**config.mk**
```make
export PLATFORM = sky130hd
export DESIGN_NAME = hjc_front
export DESIGN_NICKNAME = d
export VERILOG_FILES = /design/src/sv/assert_macros.svh /design/src/sv/hjc_pkg.sv /design/src/sv/hjc_front.sv
export SDC_FILE = /design/constraint.sdc
export NUM_CORES = 1
export LEC_CHECK = 0
export ABC_CLOCK_PERIOD_IN_PS = 1500
export BUFFER_PORTS_ARGS = -buffer_cell sky130_fd_sc_hd__buf_2
export CORE_MARGIN = 4
export CORE_UTILIZATION = 44
export CTS_CLUSTER_DIAMETER = 100
export DETAILED_ROUTE_END_ITERATION = 10
export GPL_TIMING_DRIVEN = 0
export PLACE_DENSITY_LB_ADDON = 0.12
export SLEW_MARGIN = 30
export SYNTH_ARGS = -nofsm -noshare
export SYNTH_HDL_FRONTEND = slang
export SYNTH_SLANG_ARGS = --single-unit
export TNS_END_PERCENT = 50
```
**constraint.sdc**
```tcl
create_clock -name aclk -period 1.5 [get_ports aclk]
set_clock_uncertainty 0.2 [all_clocks]
set_input_delay 0.075 -clock aclk [delete_from_list [all_inputs] [get_ports aclk]]
set_output_delay 0.075 -clock aclk [all_outputs]
set_load 0.005 [all_outputs]
```
**src/sv/assert_macros.svh**
```systemverilog
// Assertion helpers used by the composer core.
`ifndef ASSERT_MACROS_SVH
`define ASSERT_MACROS_SVH

// Checks an implication on every clock edge outside reset.
`define ASSERT_IMPL(label, clk, rstn, prop, msg) \
    label: assert property (@(posedge clk) disable iff (!rstn) prop) else $error(msg);

// Checks an implication on every clock edge, reset included.
`define ASSERT_ALWAYS(label, clk, prop, msg) \
    label: assert property (@(posedge clk) prop) else $error(msg);

`endif

```
**src/sv/hjc_pkg.sv**
```systemverilog
package hjc_pkg;

    localparam logic [1:0] CMD_KEY   = 2'd0;
    localparam logic [1:0] CMD_BACK  = 2'd1;
    localparam logic [1:0] CMD_FLUSH = 2'd2;

    localparam logic [1:0] KIND_PASS   = 2'd0;
    localparam logic [1:0] KIND_COMP   = 2'd1;
    localparam logic [1:0] KIND_COMMIT = 2'd2;
    localparam logic [1:0] KIND_END    = 2'd3;

    localparam logic [1:0] PH_EMPTY   = 2'd0;
    localparam logic [1:0] PH_INITIAL = 2'd1;
    localparam logic [1:0] PH_MEDIAL  = 2'd2;
    localparam logic [1:0] PH_FINAL   = 2'd3;

    localparam logic [4:0] NONE_IDX = 5'd31;
    localparam int FIFO_DEPTH = 2;

    // Classified operation handed from the front to the back.
    localparam logic [1:0] OP_IGNORE = 2'd0;
    localparam logic [1:0] OP_CONS   = 2'd1;
    localparam logic [1:0] OP_VOWEL  = 2'd2;

    typedef struct packed {
        logic [1:0] op;
        logic [1:0] cmd;
        logic [4:0] idx;
    } op_t;

    typedef struct packed {
        logic [1:0]  kind;
        logic [15:0] c1;
        logic [15:0] c2;
        logic [15:0] comp;
    } res_t;

    function automatic logic [4:0] cho_as_final(input logic [4:0] c);
        case (c)
            5'd0: return 5'd1;   5'd1: return 5'd2;   5'd2: return 5'd4;
            5'd3: return 5'd7;   5'd5: return 5'd8;   5'd6: return 5'd16;
            5'd7: return 5'd17;  5'd9: return 5'd19;  5'd10: return 5'd20;
            5'd11: return 5'd21; 5'd12: return 5'd22; 5'd14: return 5'd23;
            5'd15: return 5'd24; 5'd16: return 5'd25; 5'd17: return 5'd26;
            5'd18: return 5'd27;
            default: return 5'd0;
        endcase
    endfunction

    function automatic logic [4:0] final_as_cho(input logic [4:0] f);
        case (f)
            5'd2: return 5'd1;   5'd4: return 5'd2;   5'd7: return 5'd3;
            5'd8: return 5'd5;   5'd16: return 5'd6;  5'd17: return 5'd7;
            5'd19: return 5'd9;  5'd20: return 5'd10; 5'd21: return 5'd11;
            5'd22: return 5'd12; 5'd23: return 5'd14; 5'd24: return 5'd15;
            5'd25: return 5'd16; 5'd26: return 5'd17; 5'd27: return 5'd18;
            default: return 5'd0;
        endcase
    endfunction

    function automatic logic [4:0] split_keep(input logic [4:0] f);
        case (f)
            5'd3: return 5'd1;
            5'd5, 5'd6: return 5'd4;
            5'd9, 5'd10, 5'd11, 5'd12, 5'd13, 5'd14, 5'd15: return 5'd8;
            5'd18: return 5'd17;
            default: return 5'd0;
        endcase
    endfunction

    function automatic logic [4:0] split_move(input logic [4:0] f);
        case (f)
            5'd3: return 5'd9;   5'd5: return 5'd12;  5'd6: return 5'd18;
            5'd10: return 5'd6;  5'd11: return 5'd7;  5'd12: return 5'd9;
            5'd13: return 5'd16; 5'd14: return 5'd17; 5'd15: return 5'd18;
            5'd18: return 5'd9;
            default: return 5'd0;
        endcase
    endfunction

    // Final cluster of a kept final and a following consonant, zero if none.
    function automatic logic [4:0] merge_final(input logic [4:0] f, input logic [4:0] c);
        case ({f, c})
            {5'd1, 5'd9}: return 5'd3;
            {5'd4, 5'd12}: return 5'd5;
            {5'd4, 5'd18}: return 5'd6;
            {5'd8, 5'd0}: return 5'd9;
            {5'd8, 5'd6}: return 5'd10;
            {5'd8, 5'd7}: return 5'd11;
            {5'd8, 5'd9}: return 5'd12;
            {5'd8, 5'd16}: return 5'd13;
            {5'd8, 5'd17}: return 5'd14;
            {5'd8, 5'd18}: return 5'd15;
            {5'd17, 5'd9}: return 5'd18;
            default: return 5'd0;
        endcase
    endfunction

    function automatic logic [4:0] merge_vowel(input logic [4:0] a, input logic [4:0] b);
        case ({a, b})
            {5'd8, 5'd0}: return 5'd9;
            {5'd8, 5'd1}: return 5'd10;
            {5'd8, 5'd20}: return 5'd11;
            {5'd13, 5'd4}: return 5'd14;
            {5'd13, 5'd5}: return 5'd15;
            {5'd13, 5'd20}: return 5'd16;
            {5'd18, 5'd20}: return 5'd19;
            default: return NONE_IDX;
        endcase
    endfunction

    function automatic logic [4:0] vowel_first(input logic [4:0] v);
        case (v)
            5'd9, 5'd10, 5'd11: return 5'd8;
            5'd14, 5'd15, 5'd16: return 5'd13;
            5'd19: return 5'd18;
            default: return NONE_IDX;
        endcase
    endfunction

    function automatic logic [15:0] compat_cho(input logic [4:0] c);
        case (c)
            5'd0: return 16'h3131;  5'd1: return 16'h3132;  5'd2: return 16'h3134;
            5'd3: return 16'h3137;  5'd4: return 16'h3138;  5'd5: return 16'h3139;
            5'd6: return 16'h3141;  5'd7: return 16'h3142;  5'd8: return 16'h3143;
            5'd9: return 16'h3145;  5'd10: return 16'h3146; 5'd11: return 16'h3147;
            5'd12: return 16'h3148; 5'd13: return 16'h3149; 5'd14: return 16'h314A;
            5'd15: return 16'h314B; 5'd16: return 16'h314C; 5'd17: return 16'h314D;
            5'd18: return 16'h314E;
            default: return 16'h0000;
        endcase
    endfunction

    function automatic logic [15:0] compat_final(input logic [4:0] f);
        case (f)
            5'd1: return 16'h3131;  5'd2: return 16'h3132;  5'd3: return 16'h3133;
            5'd4: return 16'h3134;  5'd5: return 16'h3135;  5'd6: return 16'h3136;
            5'd7: return 16'h3137;  5'd8: return 16'h3139;  5'd9: return 16'h313A;
            5'd10: return 16'h313B; 5'd11: return 16'h313C; 5'd12: return 16'h313D;
            5'd13: return 16'h313E; 5'd14: return 16'h313F; 5'd15: return 16'h3140;
            5'd16: return 16'h3141; 5'd17: return 16'h3142; 5'd18: return 16'h3144;
            5'd19: return 16'h3145; 5'd20: return 16'h3146; 5'd21: return 16'h3147;
            5'd22: return 16'h3148; 5'd23: return 16'h314A; 5'd24: return 16'h314B;
            5'd25: return 16'h314C; 5'd26: return 16'h314D; 5'd27: return 16'h314E;
            default: return 16'h0000;
        endcase
    endfunction

    // Precomposed syllable; indices out of range give zero.
    function automatic logic [15:0] syllable(input logic [4:0] c, input logic [4:0] v,
                                             input logic [4:0] f);
        logic [15:0] cv;
        cv = 16'(c) * 16'd21 + 16'(v);
        if (c > 5'd18 || v > 5'd20 || f > 5'd27) return 16'h0000;
        return 16'hAC00 + 16'(cv * 16'd28) + 16'(f);
    endfunction

    function automatic logic [15:0] vowel_compat(input logic [4:0] v);
        return (v <= 5'd20) ? 16'h314F + 16'(v) : 16'h0000;
    endfunction

endpackage

```
**src/sv/hjc_front.sv**
```systemverilog
module hjc_front (
    input  logic              aclk,
    input  logic              aresetn,
    input  logic              in_valid,
    output logic              in_ready,
    input  logic [1:0]        command,
    input  logic [5:0]        consonant_index,
    input  logic [5:0]        vowel_index,
    output logic              q_valid,
    input  logic              q_ready,
    output hjc_pkg::op_t      q_op
);

    localparam int PW = $clog2(hjc_pkg::FIFO_DEPTH);

    hjc_pkg::op_t    mem_reg [hjc_pkg::FIFO_DEPTH];
    logic [PW-1:0]   wr_reg, wr_next, rd_reg, rd_next;
    logic [PW:0]     cnt_reg, cnt_next;
    hjc_pkg::op_t    op;
    logic            cons_ok, vow_ok, push, pop;

    // Classify the command and the key indices.
    always_comb begin
        cons_ok = consonant_index <= 6'd18;
        vow_ok  = vowel_index <= 6'd20;
        op.cmd  = command;
        op.idx  = cons_ok ? consonant_index[4:0] : vowel_index[4:0];
        if (command != hjc_pkg::CMD_KEY || cons_ok == vow_ok) begin
            op.op = hjc_pkg::OP_IGNORE;
        end else if (cons_ok) begin
            op.op = hjc_pkg::OP_CONS;
        end else begin
            op.op = hjc_pkg::OP_VOWEL;
        end
    end

    assign in_ready = cnt_reg != (PW+1)'(hjc_pkg::FIFO_DEPTH);
    assign q_valid  = cnt_reg != '0;
    assign push     = in_valid && in_ready;
    assign pop      = q_valid && q_ready;
    assign q_op     = mem_reg[rd_reg];

    // Queue pointers.
    always_comb begin
        wr_next  = push ? PW'(wr_reg + 1'b1) : wr_reg;
        rd_next  = pop ? PW'(rd_reg + 1'b1) : rd_reg;
        cnt_next = cnt_reg + (PW+1)'(push) - (PW+1)'(pop);
    end

    always_ff @(posedge aclk) begin
        if (!aresetn) begin
            wr_reg  <= '0;
            rd_reg  <= '0;
            cnt_reg <= '0;
        end else begin
            wr_reg  <= wr_next;
            rd_reg  <= rd_next;
            cnt_reg <= cnt_next;
        end
    end

    // Queue storage.
    always_ff @(posedge aclk) begin
        if (push) begin
            mem_reg[wr_reg] <= op;
        end
    end

endmodule

```
==> metrics.txt <==
Routed Antenna Nets=0; grt ovf=0; Cell Pwr Density=1390 mW/mm2; register area share after synthesis=0.641; Critical Path Sink Type=flip-flop; drt drc=0; Starting Density=0.485; top cells by area, synth=edfxtp_1, mux2_2, dfxtp_1, ha_1, nor2_1; most frequent cells in the layout=buf_2, edfxtp_1, dlygate4sd3_1, buf_6, mux2_4; slew margin rel.=0.751; Fmax achieved=0.563 GHz; Leak Pwr=0.659 nW; Max Cap Violations=0; IO buf count=28; Core Region=0.00206 mm2; number of cells on the critical path=7; Worst Hold Path Cells=6; unrepaired setup endpoints after global routing=yes; Gate Count Post-Synth=69; count of final setup violators=7; crit path setup slack, layout=-0.277 ns; power after layout=2.15 mW; Final Max Slew Viols=0; layout cells sized above 1=0.472; Die H=55.7 um; master of the slowest instance on the critical path=dfxtp_4; Hold WC Path Type=input pin to flip-flop; antenna violations before repair=0; CP Class=flip-flop to flip-flop; clock slew at reported path FFs=0.12 ns; commonest non-fill, non-tap cell in the layout=buf_2; Die X=55.7 um; synth warn=0; Layout area overhead=54.6%; first-pass GRT wire length=3650 um; Site Rows=16; DP Wirelength=1310 um; vias=767; CP top delay family=adder cells; final core occ=0.749; largest net degree at the start of global routing=13; Crit path required time=1.53 ns; Iter 0 DRT Violations=9; Hold WS=0.147 ns; critical path fanouts, max=4; GRT Overall Usage=0.154; final period utilization=1.18; failing checks=setup timing; VDD IR max=0.971 mV; DRT Pass-1 Iters=3; CTS Buf Count=3; max reg flops=18; clk buf depth=2; cell taking the most area after synthesis=edfxtp_1; n_diodes=0; Synth top area share=0.541; Worst-Margin Slew=0.369 ns; Seq cells post-synth=23; R2R depth=7; H-tree depth=1; unique cell type count in the Yosys netlist=28; Critical Path, Cell by Cell=o21a_1 > ha_1 > inv_1 > ha_2 > xor2_1 > and2_1 > nor3_1; syn_nets=89; vias in the first global route=827; clock sink total=23; Worst-Skew Late Latency=0.30 ns; CP max stage delay=0.38 ns; fin nets=144; I/O Pins=29; die area=0.00310 mm2; drt total wl=2240 um; Syn Area/Cell=14.5 um2; CTS tree=built; root buffer cell=clkbuf_4; via/cell ratio=5.11; post-synthesis cell area=1000 um2; Setup crit start kind=flip-flop; GPL Wtd Cong=0.742; fin crit period=1.78 ns; crit path DAT=1.81 ns; DP Worst Slack=-0.239 ns; Buf+Inv Stages, Crit Path=1; final hold vios=0; Post-Route Setup TNS=-0.430 ns; status=finished, violations left; routed len/inst=14.9 um
[synthesized netlist by cell type, drive strengths merged]
| cell type | instances |
|---|---|
| a211o | 1 |
| a21bo | 1 |
| a21o | 1 |
| a21oi | 3 |
| a22o | 2 |
| and2 | 2 |
| and3 | 1 |
| clkbuf | 1 |
| dfxtp | 5 |
| edfxtp | 18 |
| ha | 2 |
| inv | 3 |
| mux2 | 11 |
| nand2 | 2 |
| nand2b | 1 |
| nand3b | 1 |
| nor2 | 5 |
| nor3 | 1 |
| nor4 | 1 |
| nor4b | 1 |
| o211ai | 1 |
| o21a | 1 |
| o22a | 1 |
| or2 | 1 |
| xnor2 | 1 |
| xor2 | 1 |
[worst register-to-register path, cell delays in order, from the launching register on]
cell,delay (ns)
dfxtp_4,0.38
o21a_1,0.18
ha_1,0.29
inv_1,0.05
ha_2,0.16
xor2_1,0.17
and2_1,0.14
nor3_1,0.14
[report_power, final]
part / leakage (nW) / switching, mW / internal, mW / total (mW)
registers: 0.213 / 0.0711 / 0.845 / 0.916
logic: 0.431 / 0.343 / 0.616 / 0.958
clock network: 0.0150 / 0.170 / 0.103 / 0.273
total: 0.659 / 0.583 / 1.56 / 2.15
[final timing paths]
| path | from | endpoint | slack, ns |
|---|---|---|---|
| worst max-delay path | cnt_reg[1] | cnt_reg[1] | -0.28 |
| worst min-delay path | q_ready | flip-flop | 0.15 |
| worst max register to register | cnt_reg[1] | cnt_reg[1] | -0.28 |
| worst min register to register | rd_reg | flip-flop | 0.33 |
[area by class of cell]
class                      instances  area [um2]
clock buffer                       4        26.3
tap                               27        33.8
fill                             140         517
sequential                        23         649
multi-input combinational         42         395
timing repair buffer              51         429
inverter                           3        11.3
[per-layer routing]
layer | GRT usage | part of all wire | vias to the layer above
li1 | - | - | 371
met1 | 0.165 | 0.39 | 371
met2 | 0.277 | 0.55 | 19
met3 | 0.0278 | 0.031 | 6
met4 | 0.0903 | 0.026 | 0
met5 | 0 | 0 | -
[logic make-up after synthesis]
kind of cell | Yosys count | share of synthesized area
simple gates | 16 | 0.0914
compound gates | 11 | 0.0826
flops | 23 | 0.641
xor+xnor | 2 | 0.0175
buf+inv | 4 | 0.0150
mux | 11 | 0.128
fa+ha+maj | 2 | 0.0250
[metrics by stage]
step,instances,cell area (um2)
floorplan,69,1010
global placement,124,1180
detailed placement,124,1180
CTS,149,1510
global route,150,1550
finish,150,1550
[timing repair]
item	in CTS	in global routing
buffers inserted	6	1
pin swaps	2	5
hold buffers	16	0
setup endpoints to repair	16	13
hold endpoints to repair	23	0
gates resized for setup	23	7
Power figures use the tool's default switching activity.
